`src/hw/rtl/pfba_pkg.sv`:
```
`default_nettype none

package pfba_pkg;

   localparam int PAGE_COUNT = 512;
   localparam int WORD_BITS = 32;
   localparam int MAP_WORDS = (PAGE_COUNT + WORD_BITS - 1) / WORD_BITS;
   localparam int WORD_W    = $clog2(MAP_WORDS);
   localparam int OFF_W     = $clog2(WORD_BITS);
   localparam int PAGE_W    = 9;
   localparam int CSR_AW    = 3;
   localparam int CSR_DW    = 32;

   localparam logic [WORD_BITS-1:0] WORD_ONES = '1;

   localparam logic KIND_ALLOC = 1'b0;
   localparam logic KIND_FREE  = 1'b1;

   localparam logic STATUS_OK   = 1'b0;
   localparam logic STATUS_FAIL = 1'b1;

   // register select is address bit 2
   localparam logic REG_OS_LAST  = 1'b0;
   localparam logic REG_MEM_LAST = 1'b1;

   typedef enum logic [1:0] {
      S_IDLE,
      S_FREE,
      S_SCAN,
      S_RESP
   } state_type;

   typedef struct packed {
      logic                 rd_en;
      logic [WORD_W-1:0]    rd_addr;
      logic                 wr_en;
      logic [WORD_W-1:0]    wr_addr;
      logic [WORD_BITS-1:0] wr_data;
   } map_port_type;

endpackage

`default_nettype wire

```
`src/hw/rtl/pfba_ifs.sv`:
```
`default_nettype none

interface pfba_req_if;
   logic       valid;
   logic       ready;
   logic       kind;
   logic [8:0] page;

   modport source (output valid, output kind, output page, input ready);
   modport sink   (input valid, input kind, input page, output ready);
endinterface

interface pfba_rsp_if;
   logic       valid;
   logic       ready;
   logic       status;
   logic [8:0] alloc_page;

   modport source (output valid, output status, output alloc_page, input ready);
   modport sink   (input valid, input status, input alloc_page, output ready);
endinterface

`default_nettype wire

```
`src/hw/rtl/pfba_csr.sv`:
```
`default_nettype none

module pfba_csr (
   input  wire logic                         clock,
   input  wire logic                         reset,
   input  wire logic                         csr_psel,
   input  wire logic                         csr_penable,
   input  wire logic                         csr_pwrite,
   input  wire logic [pfba_pkg::CSR_AW-1:0]  csr_paddr,
   input  wire logic [pfba_pkg::CSR_DW-1:0]  csr_pwdata,
   output logic      [pfba_pkg::CSR_DW-1:0]  csr_prdata,
   output logic                              csr_pready,
   output logic      [pfba_pkg::PAGE_W-1:0]  os_last_page,
   output logic      [pfba_pkg::PAGE_W-1:0]  mem_last_page
);
   import pfba_pkg::*;

   logic [PAGE_W-1:0] os_last_ff, os_last_in;
   logic [PAGE_W-1:0] mem_last_ff, mem_last_in;
   logic              wr_fire;

   assign csr_pready = 1'b1;
   assign wr_fire    = csr_psel && csr_penable && csr_pwrite;

   always_comb begin
      os_last_in  = os_last_ff;
      mem_last_in = mem_last_ff;
      if (wr_fire) begin
         unique case (csr_paddr[2])
            REG_OS_LAST:  os_last_in  = csr_pwdata[PAGE_W-1:0];
            REG_MEM_LAST: mem_last_in = csr_pwdata[PAGE_W-1:0];
            default: ;
         endcase
      end
   end

   always_comb begin
      unique case (csr_paddr[2])
         REG_OS_LAST:  csr_prdata = CSR_DW'(os_last_ff);
         REG_MEM_LAST: csr_prdata = CSR_DW'(mem_last_ff);
         default:      csr_prdata = '0;
      endcase
   end

   always_ff @(posedge clock) begin
      if (reset) begin
         os_last_ff  <= '0;
         mem_last_ff <= PAGE_W'(PAGE_COUNT - 1);
      end else begin
         os_last_ff  <= os_last_in;
         mem_last_ff <= mem_last_in;
      end
   end

   assign os_last_page  = os_last_ff;
   assign mem_last_page = mem_last_ff;

endmodule

`default_nettype wire

```
`src/hw/rtl/pfba_map_ram.sv`:
```
`default_nettype none

module pfba_map_ram (
   input  wire logic                            clock,
   input  wire logic                            reset,
   input  wire pfba_pkg::map_port_type          map_port,
   output logic      [pfba_pkg::WORD_BITS-1:0]  rd_data
);
   import pfba_pkg::*;

   logic [WORD_BITS-1:0] mem [MAP_WORDS];
   logic [MAP_WORDS-1:0] valid_ff;
   logic [WORD_BITS-1:0] rd_word_ff;
   logic                 rd_valid_ff;

   always_ff @(posedge clock) begin
      if (map_port.wr_en) begin
         mem[map_port.wr_addr] <= map_port.wr_data;
      end
      if (map_port.rd_en) begin
         rd_word_ff <= mem[map_port.rd_addr];
      end
   end

   // a word never written reads as all free
   always_ff @(posedge clock) begin
      if (reset) begin
         valid_ff    <= '0;
         rd_valid_ff <= 1'b0;
      end else begin
         if (map_port.wr_en) begin
            valid_ff[map_port.wr_addr] <= 1'b1;
         end
         if (map_port.rd_en) begin
            rd_valid_ff <= valid_ff[map_port.rd_addr];
         end
      end
   end

   assign rd_data = rd_valid_ff ? rd_word_ff : '0;

endmodule

`default_nettype wire

```
`src/hw/rtl/pfba_ctrl.sv`:
```
`default_nettype none

module pfba_ctrl (
   input  wire logic                            clock,
   input  wire logic                            reset,
   pfba_req_if.sink                             req,
   pfba_rsp_if.source                           rsp,
   input  wire logic [pfba_pkg::PAGE_W-1:0]     os_last_page,
   input  wire logic [pfba_pkg::PAGE_W-1:0]     mem_last_page,
   output pfba_pkg::map_port_type               map_port,
   input  wire logic [pfba_pkg::WORD_BITS-1:0]  rd_data
);
   import pfba_pkg::*;

   typedef struct packed {
      logic             found;
      logic [OFF_W-1:0] off;
   } find_type;

   // lowest free page in a word: highest set bit of free_bits, per byte then across bytes
   function automatic find_type find_first_free(input logic [WORD_BITS-1:0] free_bits);
      find_type   r;
      logic [3:0] byte_hit;
      logic [2:0] byte_off [4];
      r = '0;
      for (int b = 0; b < 4; b++) begin
         byte_hit[b] = 1'b0;
         byte_off[b] = '0;
         for (int j = 7; j >= 0; j--) begin
            if (free_bits[WORD_BITS - 1 - (8 * b + j)]) begin
               byte_hit[b] = 1'b1;
               byte_off[b] = 3'(j);
            end
         end
      end
      for (int b = 3; b >= 0; b--) begin
         if (byte_hit[b]) begin
            r.found = 1'b1;
            r.off   = {2'(b), byte_off[b]};
         end
      end
      return r;
   endfunction

   state_type          state_ff, state_in;
   logic [PAGE_W-1:0]  page_ff, page_in;
   logic [WORD_W-1:0]  word_ff, word_in;
   logic               res_status_ff, res_status_in;
   logic [PAGE_W-1:0]  res_page_ff, res_page_in;
   logic               rsp_valid_ff, rsp_valid_in;
   logic               rsp_status_ff, rsp_status_in;
   logic [PAGE_W-1:0]  rsp_page_ff, rsp_page_in;

   logic [PAGE_W:0]      start_page;
   logic [WORD_BITS-1:0] lead_mask;
   logic [WORD_BITS-1:0] masked;
   find_type             hit;
   logic [PAGE_W-1:0]    hit_page;

   assign start_page = {1'b0, os_last_page} + (PAGE_W + 1)'(1);
   assign lead_mask  = ~(WORD_ONES >> start_page[OFF_W-1:0]);
   // reserved pages in the first word read as used
   assign masked     = (word_ff == start_page[OFF_W +: WORD_W]) ? (rd_data | lead_mask)
                                                                 : rd_data;
   assign hit        = find_first_free(~masked);
   assign hit_page   = {word_ff, hit.off};

   always_comb begin
      state_in      = state_ff;
      page_in       = page_ff;
      word_in       = word_ff;
      res_status_in = res_status_ff;
      res_page_in   = res_page_ff;
      rsp_valid_in  = rsp_valid_ff && !rsp.ready;
      rsp_status_in = rsp_status_ff;
      rsp_page_in   = rsp_page_ff;
      map_port      = '0;
      req.ready     = 1'b0;

      unique case (state_ff)
         S_IDLE: begin
            req.ready = 1'b1;
            if (req.valid) begin
               page_in       = req.page;
               res_status_in = STATUS_OK;
               res_page_in   = '0;
               if (req.kind == KIND_FREE) begin
                  map_port.rd_en   = 1'b1;
                  map_port.rd_addr = req.page[OFF_W +: WORD_W];
                  state_in         = S_FREE;
               end else if (start_page >= (PAGE_W + 1)'(PAGE_COUNT)) begin
                  res_status_in = STATUS_FAIL;
                  state_in      = S_RESP;
               end else begin
                  map_port.rd_en   = 1'b1;
                  map_port.rd_addr = start_page[OFF_W +: WORD_W];
                  word_in          = start_page[OFF_W +: WORD_W];
                  state_in         = S_SCAN;
               end
            end
         end
         S_FREE: begin
            map_port.wr_en   = 1'b1;
            map_port.wr_addr = page_ff[OFF_W +: WORD_W];
            map_port.wr_data = rd_data & ~(WORD_ONES & ~(WORD_ONES >> 1)
                                           >> page_ff[OFF_W-1:0]);
            state_in         = S_RESP;
         end
         S_SCAN: begin
            if (hit.found) begin
               if (hit_page > mem_last_page) begin
                  res_status_in = STATUS_FAIL;
               end else begin
                  map_port.wr_en   = 1'b1;
                  map_port.wr_addr = word_ff;
                  map_port.wr_data = rd_data | ((WORD_ONES & ~(WORD_ONES >> 1)) >> hit.off);
                  res_page_in      = hit_page;
               end
               state_in = S_RESP;
            end else if (word_ff == WORD_W'(MAP_WORDS - 1)) begin
               res_status_in = STATUS_FAIL;
               state_in      = S_RESP;
            end else begin
               // advance to the next word
               word_in          = word_ff + WORD_W'(1);
               map_port.rd_en   = 1'b1;
               map_port.rd_addr = word_ff + WORD_W'(1);
            end
         end
         S_RESP: begin
            // hold until the output register is free
            if (!rsp_valid_ff || rsp.ready) begin
               rsp_valid_in  = 1'b1;
               rsp_status_in = res_status_ff;
               rsp_page_in   = res_page_ff;
               state_in      = S_IDLE;
            end
         end
         default: state_in = S_IDLE;
      endcase
   end

   always_ff @(posedge clock) begin
      if (reset) begin
         state_ff     <= S_IDLE;
         rsp_valid_ff <= 1'b0;
      end else begin
         state_ff     <= state_in;
         rsp_valid_ff <= rsp_valid_in;
      end
   end

   always_ff @(posedge clock) begin
      page_ff       <= page_in;
      word_ff       <= word_in;
      res_status_ff <= res_status_in;
      res_page_ff   <= res_page_in;
      rsp_status_ff <= rsp_status_in;
      rsp_page_ff   <= rsp_page_in;
   end

   assign rsp.valid      = rsp_valid_ff;
   assign rsp.status     = rsp_status_ff;
   assign rsp.alloc_page = rsp_page_ff;

endmodule

`default_nettype wire

```
`src/hw/rtl/page_frame_bitmap_allocator_core.sv`:
```
`default_nettype none

// Page frame allocator over a 512-page used-bitmap kept in one 16 x 32-bit
// map memory, page p at word p/32, bit 31 - p%32. An allocate request returns
// the lowest free page above os_last_page and marks it used, or status 1 with
// page 0 when none is free or the one found lies above mem_last_page; a free
// request clears the page's bit and returns status 0, page 0. The map reads
// as all free after reset. An allocate reads k map words, k from 0 to 16, one
// word per cycle through the single read port; k is 0 when os_last_page is
// the last page of the map. The sequencer moves a result into the output
// register once that register is free, and the result may wait there while
// the next request is taken.
module page_frame_bitmap_allocator_core (
   input  wire logic                         clock,
   input  wire logic                         reset,
   pfba_req_if.sink                          req_chan,
   pfba_rsp_if.source                        rsp_chan,
   input  wire logic                         csr_psel,
   input  wire logic                         csr_penable,
   input  wire logic                         csr_pwrite,
   input  wire logic [pfba_pkg::CSR_AW-1:0]  csr_paddr,
   input  wire logic [pfba_pkg::CSR_DW-1:0]  csr_pwdata,
   output logic      [pfba_pkg::CSR_DW-1:0]  csr_prdata,
   output logic                              csr_pready
);
   import pfba_pkg::*;

   logic [PAGE_W-1:0]    os_last_page;
   logic [PAGE_W-1:0]    mem_last_page;
   map_port_type         map_port;
   logic [WORD_BITS-1:0] rd_data;

   pfba_csr u_csr (
      .clock         (clock),
      .reset         (reset),
      .csr_psel      (csr_psel),
      .csr_penable   (csr_penable),
      .csr_pwrite    (csr_pwrite),
      .csr_paddr     (csr_paddr),
      .csr_pwdata    (csr_pwdata),
      .csr_prdata    (csr_prdata),
      .csr_pready    (csr_pready),
      .os_last_page  (os_last_page),
      .mem_last_page (mem_last_page)
   );

   pfba_map_ram u_map_ram (
      .clock    (clock),
      .reset    (reset),
      .map_port (map_port),
      .rd_data  (rd_data)
   );

   pfba_ctrl u_ctrl (
      .clock         (clock),
      .reset         (reset),
      .req           (req_chan),
      .rsp           (rsp_chan),
      .os_last_page  (os_last_page),
      .mem_last_page (mem_last_page),
      .map_port      (map_port),
      .rd_data       (rd_data)
   );

`ifndef NO_ASSERTIONS
   a_no_rw_overlap: assert property (@(posedge clock) disable iff (reset)
      !(map_port.rd_en && map_port.wr_en && map_port.rd_addr == map_port.wr_addr))
      else $error("map read and write to the same word in one cycle");

   a_idle_no_write: assert property (@(posedge clock) disable iff (reset)
      req_chan.ready |-> !map_port.wr_en)
      else $error("map write while taking a new request");

   a_fail_zero_page: assert property (@(posedge clock) disable iff (reset)
      (rsp_chan.valid && rsp_chan.status == STATUS_FAIL) |-> rsp_chan.alloc_page == '0)
      else $error("failed allocate carries a nonzero page");

   a_grant_in_range: assert property (@(posedge clock) disable iff (reset)
      (rsp_chan.valid && rsp_chan.alloc_page != '0) |->
         (rsp_chan.alloc_page > os_last_page && rsp_chan.alloc_page <= mem_last_page))
      else $error("granted page outside the allocatable range");
`endif

endmodule

`default_nettype wire
```
`src/flat_wrapper.sv`:
```
// flat-port wrapper written by rule: the top's interface ports become plain ports
module page_frame_bitmap_allocator_core_flat import pfba_pkg::*;
  (clock, reset, csr_psel, csr_penable, csr_pwrite, csr_paddr, csr_pwdata, csr_prdata, csr_pready, req_chan_valid, req_chan_kind, req_chan_page, req_chan_ready, rsp_chan_valid, rsp_chan_status, rsp_chan_alloc_page, rsp_chan_ready);
  pfba_req_if req_chan_i ();
  pfba_rsp_if rsp_chan_i ();
  input  wire logic clock;
  input  wire logic reset;
  input  wire logic csr_psel;
  input  wire logic csr_penable;
  input  wire logic csr_pwrite;
  input  wire logic [pfba_pkg::CSR_AW-1:0] csr_paddr;
  input  wire logic [pfba_pkg::CSR_DW-1:0] csr_pwdata;
  output logic      [pfba_pkg::CSR_DW-1:0] csr_prdata;
  output logic csr_pready;
  input wire logic [$bits(req_chan_i.valid)-1:0] req_chan_valid;
  input wire logic [$bits(req_chan_i.kind)-1:0] req_chan_kind;
  input wire logic [$bits(req_chan_i.page)-1:0] req_chan_page;
  output wire logic [$bits(req_chan_i.ready)-1:0] req_chan_ready;
  output wire logic [$bits(rsp_chan_i.valid)-1:0] rsp_chan_valid;
  output wire logic [$bits(rsp_chan_i.status)-1:0] rsp_chan_status;
  output wire logic [$bits(rsp_chan_i.alloc_page)-1:0] rsp_chan_alloc_page;
  input wire logic [$bits(rsp_chan_i.ready)-1:0] rsp_chan_ready;
  assign req_chan_i.valid = req_chan_valid;
  assign req_chan_i.kind = req_chan_kind;
  assign req_chan_i.page = req_chan_page;
  assign req_chan_ready = req_chan_i.ready;
  assign rsp_chan_valid = rsp_chan_i.valid;
  assign rsp_chan_status = rsp_chan_i.status;
  assign rsp_chan_alloc_page = rsp_chan_i.alloc_page;
  assign rsp_chan_i.ready = rsp_chan_ready;
  page_frame_bitmap_allocator_core u_core (.clock(clock), .reset(reset), .req_chan(req_chan_i), .rsp_chan(rsp_chan_i), .csr_psel(csr_psel), .csr_penable(csr_penable), .csr_pwrite(csr_pwrite), .csr_paddr(csr_paddr), .csr_pwdata(csr_pwdata), .csr_prdata(csr_prdata), .csr_pready(csr_pready));
endmodule
```
`config.mk`:
```
export PLATFORM = sky130hd
export DESIGN_NAME = page_frame_bitmap_allocator_core_flat
export DESIGN_NICKNAME = d
export VERILOG_FILES = /design/src/hw/rtl/pfba_pkg.sv /design/src/hw/rtl/pfba_ifs.sv /design/src/hw/rtl/pfba_csr.sv /design/src/hw/rtl/pfba_map_ram.sv /design/src/hw/rtl/pfba_ctrl.sv /design/src/hw/rtl/page_frame_bitmap_allocator_core.sv /design/src/flat_wrapper.sv
export SDC_FILE = /design/constraint.sdc
export NUM_CORES = 1
export LEC_CHECK = 0
export ABC_AREA = 1
export BUFFER_PORTS_ARGS = -buffer_cell sky130_fd_sc_hd__buf_2
export CAP_MARGIN = 5
export CORE_UTILIZATION = 55
export CTS_CLUSTER_DIAMETER = 200
export CTS_CLUSTER_SIZE = 30
export DETAILED_ROUTE_END_ITERATION = 7
export HOLD_SLACK_MARGIN = 0.12
export PLACE_DENSITY = 0.72
export SYNTH_ARGS = -nofsm -noshare
export SYNTH_HDL_FRONTEND = slang
export SYNTH_SLANG_ARGS = --single-unit
```
`constraint.sdc`:
```
create_clock -name clock -period 21.2 [get_ports clock]
set_input_delay 4.24 -clock clock [delete_from_list [all_inputs] [get_ports clock]]
set_output_delay 4.24 -clock clock [all_outputs]
set_load 0.05 [all_outputs]
```
==> run summary <==
critical path type: in2out
post-CTS sizing: 0
largest family of logic cells by synthesized area: compound AO/OA/AOI/OAI gates
kind of start point of the critical path: input pin
worst slew pin tran: 1.369 ns
largest net degree at the start of global routing: 168
n_diodes: 0
synth top area cells: edfxtp_1 63%, nand3_1 3.6%, o21ai_0 3.6%
Hold Crit Depth: 0
EDFF count, synth: 577
Starting Density: 55.94%
smallest setup slack after layout: 11.87 ns
Placeable Area: 49150 sq um
Clock transition at path regs: 0.11 ns
Worst Hold End: u_core.u_ctrl.rsp.alloc_page[8]
XOR/XNOR share of the synthesized area: 0.09100%
leak pwr: 9.324 nW
post-route insts no fill: 2985
Clock Tree Buf Depth: 3
crit path cell chain: buf_2 -> inv_1 -> o21ai_0 -> buf_2
Top Family by Delay on Critical Path: buffers and inverters
NumNets Final: 2373
Num CTS Buffers: 24
Sequential Power Share: 57.0%
FF-to-FF End: u_core.u_map_ram.mem[7][0]
flop2flop setup slack: 12.56 ns
CP max FO: 16
synth warn: 0
Crit path arrival time: 5.09 ns
Mapped Area: 27500 sq um
fraction of registers with async set/reset: 0%
wire per inst: 22.98 um
CTS Sinks: 615
initial drt markers: 2145
crit-path max cell delay: 0.30 ns
Clock Latency Late Sink: 0.62 ns
# rows: 81
slowest CP cell: buf_2
sw frac: 30.16%
fin crit period: 9.334 ns
buffer count from post-CTS setup fixing: 0
min-delay src: u_core.u_ctrl.res_page_ff[8]
most frequent cells in the layout: 577 x edfxtp_1, 240 x nand2_1, 200 x nand3_1
hold buffer count at cts: 0
Critical R2R Launch: u_core.u_csr.os_last_page[1]
Net Switching: 0.7831 mW
Max Cap Viol: 0
Ports: 97
adder-cell area share of the yosys netlist: 0.8190%
Worst Path Buf+Inv: 3
dpl hpwl: 37.71 mm
layout cell share with drive strength beyond 1: 15.42%
DR vias: 18160
status: completed
Layout Skew: 0.02931 ns
Area growth, synth to finish: 4.892%
via/cell ratio: 6.084
TritonCTS clock tree: done
Placer Congestion: 0.9915
worst hold slack: 0.4317 ns
Tcrit/Tclk final: 44.03%
internal power: 1.814 mW
root buf cell: clkbuf_16
Tot GR Track Use: 27.06%
Data required, critical path: 16.96 ns
dpl cells: 2940
reg2reg path depth: 32
Synth Register Bits: 615
Die Width: 225.6 um
Synth Flop Type: edfxtp_1
most common cell after layout, fill and taps aside: edfxtp_1
RSZ-0062 raised after global routing: false
Final Max Slew Viols: 0
Syn Area/Cell: 11.75 sq um
# port buffers: 47
crit end category: output port
# DRC: 0
grt total ovfl: 0
pwr dens: 90.03 nW/um^2
clock network power share: 22.4%
vias in the first global route: 17330
Core Util, Final: 58.68%
post-synthesis mux area share: 0%
first-pass GRT wire length: 102.8 mm
simple-gate share of the synthesized area: 13.68%
DR pass1 iterations: 8
DIE AREA: 50890 sq um
die height: 225.6 um
unique cell type count in the Yosys netlist: 48
Max transition margin: 8.704%
most frequent cell on the critical path: buf_2
Worst Setup Slack post-DPL: 11.86 ns
CTS H-tree lvls: 1
# setup viols final: 0
Min-Delay Path Class: reg2reg
post-synthesis sequential area ratio: 65.78%
routed wire length: 68.60 mm
VDD IR max: 0.06779 mV
initial antenna violation count: 0
post-synthesis compound-gate area fraction: 14.45%
Comb pwr share: 20.6%
hold violation total from the final report: 0
Fin Setup TNS: 0 ns
Synth Instances: 2340
Synth area leader: edfxtp_1
filler instances: 3928
Routed Antenna Nets: 0
fmax: 0.1071 GHz
Yosys top cell area share: 63.01%
state kept, by name, summed over array words and instances, names as in the netlist, 2 cells and up:
name,cells
u_core.u_ctrl.page_ff,9
u_core.u_csr.os_last_page,9
u_core.u_csr.mem_last_page,9
u_core.u_ctrl.rsp.alloc_page,9
u_core.u_map_ram.valid_ff,16
u_core.u_map_ram.rd_word_ff,32
u_core.u_ctrl.word_ff,4
u_core.u_ctrl.res_page_ff,9
u_core.u_ctrl.state_ff,2
u_core.u_map_ram.mem,512
cells in the mapped netlist, types with 3 or more instances:
library cell and count:
a21oi_1 67, a31oi_1 10, buf_1 4, buf_2 43, buf_4 29, buf_6 11
clkbuf_1 77, clkinv_1 5, dfxtp_1 38, edfxtp_1 577, ha_1 18, inv_1 136
inv_2 7, nand2_1 241, nand2_2 6, nand3_1 200, nand4_1 26, nor2_1 164
nor2_2 8, nor2_4 3, nor3_1 11, o211ai_1 131, o211ai_2 64, o21a_1 8
o21ai_0 197, o21ai_1 66, o21ai_2 8, o21bai_1 31, o22ai_1 3, or2_2 128
worst max-delay path by stage:
stage | start | slack, ns | cells past startpoint | end
after floorplan | csr_paddr[2] | 11.43 | 2 | csr_prdata[5]
after global placement | csr_paddr[2] | 11.91 | 3 | csr_prdata[6]
after detailed placement | csr_paddr[2] | 11.86 | 4 | csr_prdata[2]
after CTS | csr_paddr[2] | 11.87 | 4 | csr_prdata[2]
after global routing | csr_paddr[2] | 11.75 | 4 | csr_prdata[2]
final | csr_paddr[2] | 11.87 | 4 | csr_prdata[2]
routing by layer:
layer | part of all wire (%) | vias to the layer above | global-route usage (%) | routed length [um]
li1 | - | 8352 | - | -
met1 | 42 | 8922 | 37.28 | 28940
met2 | 48 | 759 | 44.97 | 32670
met3 | 7.0 | 128 | 3.227 | 4785
met4 | 3.2 | 0 | 8.734 | 2199
met5 | 0 | - | 0 | 0
cell families (layout without fill, tap and decap cells):
logic type	Yosys count	after routing
XOR/XNOR	2	2
AND/OR/NAND/NOR	796	796
AO/OA/AOI/OAI	595	595
other	2	24
adder cells (fa/ha/maj)	18	18
buffers and inverters	312	271
flip-flops	615	615
power by group through the flow:
stage | Sequential, mW | Combinational (mW) | Clock (mW)
2_1_floorplan | 1.50 | 0.375 | 0
3_3_place_gp | 1.50 | 0.517 | 0
3_5_place_dp | 1.51 | 0.529 | 0
4_1_cts | 1.48 | 0.531 | 0.587
5_1_grt | 1.49 | 0.582 | 0.628
6_report | 1.48 | 0.535 | 0.582
per-stage QoR:
stage,total power [mW],cell area [sq um]
floorplan,1.873,27580
global placement,2.021,28120
detailed placement,2.036,28120
CTS,2.596,28840
global route,2.697,28840
finish,2.597,28840
area by class of cell:
type	instances	area (sq um)	area share (%)
Timing Repair Buffer	79	488.0	1.692
Sequential cell	615	18090	62.71
Clock buffer	42	668.1	2.316
Clock inverter	2	46.29	0.1605
Multi-Input combinational cell	1435	8158	28.28
Inverter	148	564.3	1.956
Tap cell	664	830.8	2.880
worst reg2reg max path: cells and delay by family, from the launching register on:
family	cells	cell delay (ns)
AO/OA/AOI/OAI	11	3.10
adder cells (fa/ha/maj)	2	0.60
buffers and inverters	2	0.96
flip-flops	1	0.44
AND/OR/NAND/NOR	17	3.13
No activity file was read; power rests on OpenSTA's default activity.
